## config.mk

```make
export PLATFORM = sky130hd
export DESIGN_NAME = chebyshev_extrema_coeffs_dct1
export DESIGN_NICKNAME = d
export VERILOG_FILES = /design/src/hdl/cedct_pkg.sv /design/src/hdl/cedct_store.sv /design/src/hdl/cedct_rom.sv /design/src/hdl/cedct_div.sv /design/src/hdl/chebyshev_extrema_coeffs_dct1.sv
export SDC_FILE = /design/constraint.sdc
export NUM_CORES = 2
export LEC_CHECK = 0
export ABC_CLOCK_PERIOD_IN_PS = 6000
export BUFFER_PORTS_ARGS = -buffer_cell sky130_fd_sc_hd__buf_4
export CAP_MARGIN = 20
export CORE_ASPECT_RATIO = 2
export CORE_MARGIN = 2
export CORE_UTILIZATION = 44
export DETAILED_ROUTE_END_ITERATION = 12
export HOLD_SLACK_MARGIN = 0.02
export PLACE_DENSITY = 0.66
export SETUP_SLACK_MARGIN = 0.1
export SKIP_CTS_REPAIR_TIMING = 1
export SLEW_MARGIN = 25
export SYNTH_ARGS = -nofsm -noshare
export SYNTH_HDL_FRONTEND = slang
export SYNTH_SLANG_ARGS = --single-unit
```

## constraint.sdc

```tcl
create_clock -name clock -period 6 [get_ports clock]
set_input_delay 0.9 -clock clock [delete_from_list [all_inputs] [get_ports clock]]
set_output_delay 0.9 -clock clock [all_outputs]
set_load 0.02 [all_outputs]
```

## src/hdl/cedct_pkg.sv

```systemverilog
`timescale 1ns / 1ps

package cedct_pkg;

   // Default number of extremum points in one set.
   localparam int POINTS_DEFAULT = 33;

   // Field widths.
   localparam int SAMPLE_W = 16;
   localparam int COEFF_W  = 16;
   localparam int INDEX_W  = 6;

   // Cosine table entries are signed Q2.16, so +1.0 and -1.0 both fit.
   localparam int COS_W     = 18;
   localparam int COS_FRAC  = 16;

   // Series constants in Q2.30.
   localparam longint unsigned PI_Q30  = 64'd3373259426;
   localparam longint unsigned ONE_Q30 = 64'd1073741824;
   localparam longint unsigned Q30_TO_Q16_HALF = 64'd8192;

   // Saturation limits of a Q1.15 result, as magnitudes.
   localparam int SAT_POS_MAG = 32767;
   localparam int SAT_NEG_MAG = 32768;
   localparam logic signed [COEFF_W-1:0] SAT_POS = 16'sh7FFF;
   localparam logic signed [COEFF_W-1:0] SAT_NEG = 16'sh8000;

   typedef struct packed {
      logic busy;
      logic done;
   } div_status_type;

endpackage

```

## src/hdl/cedct_store.sv

```systemverilog
`timescale 1ns / 1ps

module cedct_store import cedct_pkg::*; #(
   parameter int POINTS = POINTS_DEFAULT
) (
   input  logic                              clock,
   input  logic                              wr_en,
   input  logic [$clog2(POINTS)-1:0]         wr_addr,
   input  logic signed [SAMPLE_W-1:0]        wr_data,
   input  logic [$clog2(POINTS)-1:0]         rd_addr,
   output logic signed [SAMPLE_W-1:0]        rd_data
);

   logic signed [SAMPLE_W-1:0] mem [POINTS];
   logic signed [SAMPLE_W-1:0] rd_data_ff;

   // One write port and one registered read port.
   always_ff @(posedge clock) begin
      if (wr_en) begin
         mem[wr_addr] <= wr_data;
      end
      rd_data_ff <= mem[rd_addr];
   end

   assign rd_data = rd_data_ff;

endmodule

```

## src/hdl/cedct_rom.sv

```systemverilog
`timescale 1ns / 1ps

module cedct_rom import cedct_pkg::*; #(
   parameter int POINTS = POINTS_DEFAULT
) (
   input  logic                                  clock,
   input  logic [$clog2(2*(POINTS-1))-1:0]       addr,
   output logic signed [COS_W-1:0]               data
);

   localparam int D         = POINTS - 1;
   localparam int ROM_DEPTH = 2 * D;

   logic signed [COS_W-1:0] tab [ROM_DEPTH];
   logic signed [COS_W-1:0] data_ff;

   // Entry k holds cos(pi*k/D) in Q2.16. The angle is folded into the first quadrant and
   // the cosine is built from a truncating Horner series in Q2.30.
   for (genvar g = 0; g < ROM_DEPTH; g++) begin : g_tab
      localparam int unsigned R0  = g;
      localparam int unsigned R1  = (R0 > D) ? (2 * D - R0) : R0;
      localparam bit          NEG = (2 * R1 > D);
      localparam int unsigned R2  = NEG ? (D - R1) : R1;
      localparam longint unsigned X  = (PI_Q30 * R2 + D / 2) / D;
      localparam longint unsigned X2 = (X * X) >> 30;
      localparam longint unsigned S1 = ((X2 * ONE_Q30) >> 30) / 132;
      localparam longint unsigned T1 = (S1 > ONE_Q30) ? 0 : (ONE_Q30 - S1);
      localparam longint unsigned S2 = ((X2 * T1) >> 30) / 90;
      localparam longint unsigned T2 = (S2 > ONE_Q30) ? 0 : (ONE_Q30 - S2);
      localparam longint unsigned S3 = ((X2 * T2) >> 30) / 56;
      localparam longint unsigned T3 = (S3 > ONE_Q30) ? 0 : (ONE_Q30 - S3);
      localparam longint unsigned S4 = ((X2 * T3) >> 30) / 30;
      localparam longint unsigned T4 = (S4 > ONE_Q30) ? 0 : (ONE_Q30 - S4);
      localparam longint unsigned S5 = ((X2 * T4) >> 30) / 12;
      localparam longint unsigned T5 = (S5 > ONE_Q30) ? 0 : (ONE_Q30 - S5);
      localparam longint unsigned S6 = ((X2 * T5) >> 30) / 2;
      localparam longint unsigned T6 = (S6 > ONE_Q30) ? 0 : (ONE_Q30 - S6);
      localparam longint unsigned V  = (T6 + Q30_TO_Q16_HALF) >> 14;
      localparam longint unsigned VS = NEG ? (64'd0 - V) : V;

      assign tab[g] = COS_W'(VS);
   end

   always_ff @(posedge clock) begin
      data_ff <= tab[addr];
   end

   assign data = data_ff;

endmodule

```

## src/hdl/cedct_div.sv

```systemverilog
`timescale 1ns / 1ps

module cedct_div import cedct_pkg::*; #(
   parameter int NUM_W   = 24,
   parameter int DIVISOR = 64
) (
   input  logic                 clock,
   input  logic                 reset,
   input  logic                 start,
   input  logic [NUM_W-1:0]     numer,
   output logic [NUM_W-1:0]     quotient,
   output div_status_type       status
);

   // Division by a constant as a multiplication by its rounded-up reciprocal. With the
   // shift set to NUM_W plus the bits of the divisor, the upper bits of the product are the
   // exact floor quotient for every NUM_W-bit dividend.
   localparam int              SHIFT   = NUM_W + $clog2(DIVISOR);
   localparam int              RECIP_W = NUM_W + 1;
   localparam int              PROD_W  = NUM_W + RECIP_W;
   localparam longint unsigned RECIP   = ((64'd1 << SHIFT) + DIVISOR - 1) / DIVISOR;

   logic [NUM_W-1:0]  num_ff;
   logic [PROD_W-1:0] prod_ff;
   logic              busy_ff;
   logic              done_ff;

   // The dividend is registered with start, the product while busy is high; done follows busy.
   always_ff @(posedge clock) begin
      if (reset) begin
         busy_ff <= 1'b0;
         done_ff <= 1'b0;
      end else begin
         busy_ff <= start;
         done_ff <= busy_ff;
      end
   end

   always_ff @(posedge clock) begin
      if (start) begin
         num_ff <= numer;
      end
      if (busy_ff) begin
         prod_ff <= PROD_W'(num_ff) * PROD_W'(RECIP_W'(RECIP));
      end
   end

   assign quotient    = NUM_W'(prod_ff[PROD_W-1:SHIFT]);
   assign status.busy = busy_ff;
   assign status.done = done_ff;

endmodule

```

## src/hdl/chebyshev_extrema_coeffs_dct1.sv

```systemverilog
`timescale 1ns / 1ps

// Normalised type-1 DCT over samples taken at the Chebyshev extrema.
//
// The request channel carries one signed Q1.15 sample per word. POINTS words make a set;
// they are written in order into a sample memory, at most one per cycle. When the word that
// completes the set has been taken, the request side stalls and the block produces POINTS
// response words, coefficient 0 first, each carrying its index, the saturated Q1.15
// coefficient and a flag that is high on the final word of the set.
//
// Each coefficient is a multiply-accumulate pass over the interior samples with one shared
// multiplier, followed by an end-point correction, rounding and a divide by 2*(POINTS-1)
// done as a multiplication by its reciprocal. A coefficient goes through the pass and its
// pipeline, then through scaling, division and hand-over.
//
// The response word sits in an output register, so a stalled receiver only delays the
// hand-over of the next finished coefficient. Once the last word of a set is in the output
// register, samples of the next set are taken again. Reset empties the output register and
// starts a fresh set; the sample memory is not cleared, as every entry is written first.

module chebyshev_extrema_coeffs_dct1 import cedct_pkg::*; #(
   parameter int POINTS = POINTS_DEFAULT
) (
   input  logic                       clock,
   input  logic                       reset,
   input  logic                       req_valid,
   output logic                       req_stall,
   input  logic signed [SAMPLE_W-1:0] req_sample,
   output logic                       rsp_valid,
   input  logic                       rsp_stall,
   output logic [INDEX_W-1:0]         rsp_coeff_index,
   output logic signed [COEFF_W-1:0]  rsp_coefficient,
   output logic                       rsp_last_coeff
);

   localparam int D       = POINTS - 1;
   localparam int AW      = $clog2(POINTS);
   localparam int ROM_AW  = $clog2(2 * D);
   localparam int PROD_W  = SAMPLE_W + COS_W;
   localparam int ACC_W   = 34 + AW;
   localparam int NUM_W   = ACC_W - COS_FRAC;
   localparam int END_W   = SAMPLE_W + 1;
   localparam logic [ACC_W-1:0] RND = ACC_W'(D) << COS_FRAC;

   typedef enum logic [2:0] {
      ST_LOAD,
      ST_MAC,
      ST_FIN,
      ST_ABS,
      ST_DIV,
      ST_OUT
   } state_type;

   state_type                  st_ff;
   logic [AW-1:0]              ld_cnt_ff;
   logic signed [SAMPLE_W-1:0] s0_ff;
   logic signed [END_W-1:0]    end_even_ff;
   logic signed [END_W-1:0]    end_odd_ff;
   logic [AW-1:0]              idx_ff;
   logic [AW-1:0]              j_ff;
   logic [ROM_AW-1:0]          phase_ff;
   logic [ROM_AW-1:0]          phase_in;
   logic [ROM_AW:0]            phase_sum;
   logic                       issue_ff;
   logic                       rd_vld_ff;
   logic                       prod_vld_ff;
   logic signed [PROD_W-1:0]   prod_ff;
   logic signed [ACC_W-1:0]    acc_ff;
   logic signed [END_W-1:0]    ends;
   logic [ACC_W-1:0]           mag_ff;
   logic [ACC_W-1:0]           rnd_sum;
   logic                       neg_ff;
   logic                       div_start_ff;
   logic                       req_take;
   logic                       out_free;

   logic                       rsp_valid_ff;
   logic [INDEX_W-1:0]         rsp_index_ff;
   logic signed [COEFF_W-1:0]  rsp_coeff_ff;
   logic                       rsp_last_ff;
   logic signed [COEFF_W-1:0]  sat_coeff;

   logic signed [SAMPLE_W-1:0] smp_rd;
   logic signed [COS_W-1:0]    cos_rd;
   logic [NUM_W-1:0]           quo;
   div_status_type             div_stat;

   assign req_stall = (st_ff != ST_LOAD);
   assign req_take  = req_valid && !req_stall;
   assign out_free  = !rsp_valid_ff || !rsp_stall;

   // Sample memory: written during loading, read once per cycle in the accumulate pass.
   cedct_store #(
      .POINTS (POINTS)
   ) u_store (
      .clock   (clock),
      .wr_en   (req_take),
      .wr_addr (ld_cnt_ff),
      .wr_data (req_sample),
      .rd_addr (j_ff),
      .rd_data (smp_rd)
   );

   cedct_rom #(
      .POINTS (POINTS)
   ) u_rom (
      .clock (clock),
      .addr  (phase_ff),
      .data  (cos_rd)
   );

   // Rounding to nearest with ties away from zero: the magnitude gets half the divisor of
   // 2*D*2^16 added, the 2^16 part is dropped and the rest is divided by 2*D.
   assign rnd_sum = mag_ff + RND;

   cedct_div #(
      .NUM_W   (NUM_W),
      .DIVISOR (2 * D)
   ) u_div (
      .clock    (clock),
      .reset    (reset),
      .start    (div_start_ff),
      .numer    (rnd_sum[ACC_W-1:COS_FRAC]),
      .quotient (quo),
      .status   (div_stat)
   );

   // The table index steps by the coefficient index, so it walks (i*j) mod 2D without a
   // multiplier.
   always_comb begin
      phase_sum = (ROM_AW + 1)'(phase_ff) + (ROM_AW + 1)'(idx_ff);
      if (phase_sum >= (ROM_AW + 1)'(2 * D)) begin
         phase_in = ROM_AW'(phase_sum - (ROM_AW + 1)'(2 * D));
      end else begin
         phase_in = ROM_AW'(phase_sum);
      end
   end

   // The last sample counts positively for even coefficients and negatively for odd ones.
   assign ends = idx_ff[0] ? end_odd_ff : end_even_ff;

   always_comb begin
      if (neg_ff) begin
         sat_coeff = (quo > NUM_W'(SAT_NEG_MAG)) ? SAT_NEG
                                                 : COEFF_W'(16'd0 - quo[COEFF_W-1:0]);
      end else begin
         sat_coeff = (quo > NUM_W'(SAT_POS_MAG)) ? SAT_POS : COEFF_W'(quo[COEFF_W-1:0]);
      end
   end

   // Multiply and accumulate pipeline: memory read, product register, accumulator.
   always_ff @(posedge clock) begin
      prod_ff <= PROD_W'(smp_rd) * PROD_W'(cos_rd);
   end

   always_ff @(posedge clock) begin
      if (reset) begin
         st_ff        <= ST_LOAD;
         ld_cnt_ff    <= '0;
         issue_ff     <= 1'b0;
         rd_vld_ff    <= 1'b0;
         prod_vld_ff  <= 1'b0;
         div_start_ff <= 1'b0;
         rsp_valid_ff <= 1'b0;
      end else begin
         rd_vld_ff   <= (st_ff == ST_MAC) && issue_ff;
         prod_vld_ff <= rd_vld_ff;
         // In the output state the register is reloaded below instead.
         if (rsp_valid_ff && !rsp_stall && (st_ff != ST_OUT)) begin
            rsp_valid_ff <= 1'b0;
         end

         unique case (st_ff)
            ST_LOAD: begin
               if (req_take) begin
                  if (ld_cnt_ff == AW'(0)) begin
                     s0_ff <= req_sample;
                  end
                  if (ld_cnt_ff == AW'(D)) begin
                     end_even_ff <= END_W'(s0_ff) + END_W'(req_sample);
                     end_odd_ff  <= END_W'(s0_ff) - END_W'(req_sample);
                     ld_cnt_ff   <= '0;
                     idx_ff      <= '0;
                     j_ff        <= AW'(1);
                     phase_ff    <= '0;
                     issue_ff    <= 1'b1;
                     acc_ff      <= '0;
                     st_ff       <= ST_MAC;
                  end else begin
                     ld_cnt_ff <= ld_cnt_ff + AW'(1);
                  end
               end
            end

            ST_MAC: begin
               if (issue_ff) begin
                  j_ff     <= j_ff + AW'(1);
                  phase_ff <= phase_in;
                  if (j_ff == AW'(D - 1)) begin
                     issue_ff <= 1'b0;
                  end
               end
               if (prod_vld_ff) begin
                  acc_ff <= acc_ff + ACC_W'(prod_ff);
               end
               if (!issue_ff && !rd_vld_ff && !prod_vld_ff) begin
                  st_ff <= ST_FIN;
               end
            end

            ST_FIN: begin
               // Interior terms count twice; the end samples are scaled up to Q.16.
               acc_ff <= (acc_ff <<< 1) + (ACC_W'(ends) <<< COS_FRAC);
               st_ff  <= ST_ABS;
            end

            ST_ABS: begin
               if (!div_stat.busy) begin
                  neg_ff       <= acc_ff[ACC_W-1];
                  mag_ff       <= acc_ff[ACC_W-1] ? ACC_W'(-acc_ff) : ACC_W'(acc_ff);
                  div_start_ff <= 1'b1;
                  st_ff        <= ST_DIV;
               end
            end

            ST_DIV: begin
               div_start_ff <= 1'b0;
               if (div_stat.done) begin
                  st_ff <= ST_OUT;
               end
            end

            ST_OUT: begin
               if (out_free) begin
                  rsp_valid_ff <= 1'b1;
                  rsp_index_ff <= INDEX_W'(idx_ff);
                  rsp_coeff_ff <= sat_coeff;
                  rsp_last_ff  <= (idx_ff == AW'(D));
                  if (idx_ff == AW'(D)) begin
                     st_ff <= ST_LOAD;
                  end else begin
                     idx_ff   <= idx_ff + AW'(1);
                     j_ff     <= AW'(1);
                     phase_ff <= ROM_AW'(idx_ff) + ROM_AW'(1);
                     issue_ff <= 1'b1;
                     acc_ff   <= '0;
                     st_ff    <= ST_MAC;
                  end
               end
            end

            default: begin
               st_ff <= ST_LOAD;
            end
         endcase
      end
   end

   assign rsp_valid       = rsp_valid_ff;
   assign rsp_coeff_index = rsp_index_ff;
   assign rsp_coefficient = rsp_coeff_ff;
   assign rsp_last_coeff  = rsp_last_ff;

endmodule
```

==> out/qor.csv <==
metric,value,unit
routed wire length per instance,22.6,µm
CTS tree,built,
sequential area share after synthesis,49.4,%
Worst-path clk slew,70,ps
chip width,235,µm
CP peak stage delay,540,ps
Tot Pwr,11.0,mW
Util after Layout,49.9,%
Syn Nets,4144,
Layout fillers,9120,
min Tclk post-route,6150,ps
fin crit share,103,%
Boundary Pins,45,
Die Ht,465,µm
detailed-router iteration count before antenna repair,6,
unrepaired setup endpoints after global routing,true,
Critical Setup Path Class,register to register,
GRT overflow,0,
row cnt,169,
Setup Viol. Count Final,5,
Final Max Tran Viols,0,
routability cong.,0.955,
pre-CTS worst setup slack,-353,ps
Hold Slack,418,ps
share of synthesized registers carrying an async set or reset,0,%
post-route insts no fill,5238,
Worst-Margin Slew,1370,ps
number of global-route vias before repair,31315,
"Max stage delay cell, worst path",fa_2,
CP Capture Type,register,
Routed WL,118,mm
"Top FF cell, synth",edfxtp_1,
Clock Path Buffers,3,
number of CTS-inserted buffers,73,
cell family with most CP delay,adder cells,
Crit path required time,6600,ps
Worst Path Buf+Inv,4,
Vias,29314,
DP Cell Count,5082,
most frequent cells in the layout,"edfxtp_1 (714), inv_1 (416), nand2_1 (294), fa_1 (282), buf_4 (240)",
pwr/cell area,208,nW/µm²
Core Region,106000,µm²
Clock Skew,40.9,ps
"EDFF count, synth",714,
failing checks,setup timing,
worst path cell trace,"and2_4, fa_1, inv_1, fa_1, fa_2, inv_1, fa_1, fa_1, inv_1, fa_1, inv_1, ha_4, a211o_4, a221oi_4, o211a_1, nor3_1, o31a_1, a2111oi_4, o21bai_1, a21oi_1, xnor2_1",
Max VDD drop,0.197,mV
"commonest non-fill, non-tap cell in the layout",edfxtp_1,
Setup WS post-layout,-152,ps
Tot GR Track Use,22.0,%
worst hold-check path type,register to register,
initial DRC count,1808,
htree depth,3,
CTS sink cnt,798,
Max-slew headroom,8.28,%
total of max-cap violations,0,
largest net degree at the start of global routing,131,
Syn Inst Count,3625,
area delta synth->final,12.8,%
leakage power,20.4,nW
ANT nets after route,0,
die area,109000,µm²
outcome,finished with violations,
effective utilization at floorplan,44.3,%
Final nets,4320,
Syn Std Cell Area,46800,µm²
max frequency,163,MHz
Synth Area per Inst,12.9,µm²
synth unique cells,81,
Port Buffer Count,44,
global-route wire length before repair,181,mm
DRC viols,0,
clk root buf,clkbuf_16,
Synthesis Warnings,0,
Via-to-Cell Ratio,5.60,
Synth Register Bits,798,
HPWL after detailed placement,87.3,mm
setup tns final,-441,ps
share of post-route cells with drive strength above 1,16.8,%
Finished Cell Area,52800,µm²
startpoint types,register,
CP arrival,6750,ps
Post-DP Area,50100,µm²
initial antenna violation count,4,
Clock Latency Late Sink,690,ps
Worst path most repeated cell,fa_1,
Fin. Hold Viols,0,
"critical path fanouts, max",8,
-- per-layer routing --
| layer | vias up | track usage (%) | share of wire (%) |
|---|---|---|---|
| li1 | 13227 | - | - |
| met1 | 14941 | 21.1 | 32 |
| met2 | 808 | 42.7 | 56 |
| met3 | 338 | 2.47 | 3.5 |
| met4 | 0 | 15.8 | 7.8 |
| met5 | - | 0 | 0 |
-- worst paths after layout --
path / from / to / slack (ps) / cells after the start
min: u_div.num_ff[18]$_DFFE_PP_ / u_div.prod_ff[42]$_DFFE_PP_ / 420 / 0
max: u_store.rd_data[6]$_DFF_P_ / prod_ff[32]$_DFF_P_ / -150 / 21
min reg2reg: u_div.num_ff[18]$_DFFE_PP_ / u_div.prod_ff[42]$_DFFE_PP_ / 420 / 0
max reg2reg: u_store.rd_data[6]$_DFF_P_ / prod_ff[32]$_DFF_P_ / -150 / 21
-- sequential cells by signal (all words and copies together) (netlist names), 3 cells and up --
signal,flops
acc_ff,40
end_even_ff,17
end_odd_ff,16
idx_ff,6
j_ff,6
ld_cnt_ff,6
mag_ff,19
phase_ff,6
prod_ff,34
rsp_coeff_index,6
rsp_coefficient,16
s0_ff,16
st_ff,3
u_div.num_ff,18
u_div.prod_ff,18
u_rom.data,18
u_store.mem,528
u_store.rd_data,16
-- power by group --
| group | switching, mW | total [mW] | internal, mW |
|---|---|---|---|
| clock | 2.19 | 4.65 | 2.46 |
| combinational | 0.172 | 0.255 | 0.0835 |
| sequential | 0.00890 | 6.07 | 6.06 |
-- cell type report --
cell class | count | area, µm² | area share (%)
Clock buffer | 83 | 1900 | 3.59
Multi-Input combinational cell | 2247 | 21800 | 41.4
Sequential cell | 798 | 23200 | 43.9
Clock inverter | 50 | 495 | 0.939
Tap cell | 1368 | 1710 | 3.24
Antenna cell | 11 | 27.5 | 0.0521
Inverter | 427 | 1600 | 3.04
Timing Repair Buffer | 254 | 2040 | 3.87
-- cell families (layout without fill, tap and decap cells) --
logic type / after synthesis / in the layout / synth area share, %
and+or+nand+nor: 863 / 863 / 8.99
muxes: 203 / 203 / 8.74
AOI/OAI and AO/OA: 521 / 521 / 7.10
buffers and inverters: 580 / 814 / 4.65
adders and majority gates: 499 / 499 / 18.1
DFF: 798 / 798 / 49.4
xor gates and xnor gates: 161 / 161 / 3.04
other: 0 / 11 / 0
-- synthesized netlist by cell type, types with 48 or more instances --
master    instances  area (µm²)
fa_1            295        5910
nand3_1          48         240
edfxtp_1        714       21400
ha_1            204        2550
a21oi_1         128         641
mux4_2          163        3670
inv_1           425        1600
o21ai_0         123         616
dfxtp_1          84        1680
clkbuf_1        132         495
and2_1          148         926
nor2_1          173         649
nand2_1         295        1110
xnor2_1         116        1020
-- worst reg2reg max path, cell delays in order (launching register included) --
cell,delay (ps)
dfxtp_4,380
and2_4,150
fa_1,520
inv_1,50
fa_1,450
fa_2,540
inv_1,60
fa_1,480
fa_1,490
inv_1,60
fa_1,520
inv_1,60
ha_4,230
a211o_4,370
a221oi_4,320
o211a_1,210
nor3_1,80
o31a_1,360
a2111oi_4,330
o21bai_1,100
a21oi_1,170
xnor2_1,140
Note: power is estimated with default switching activity, not from simulation.
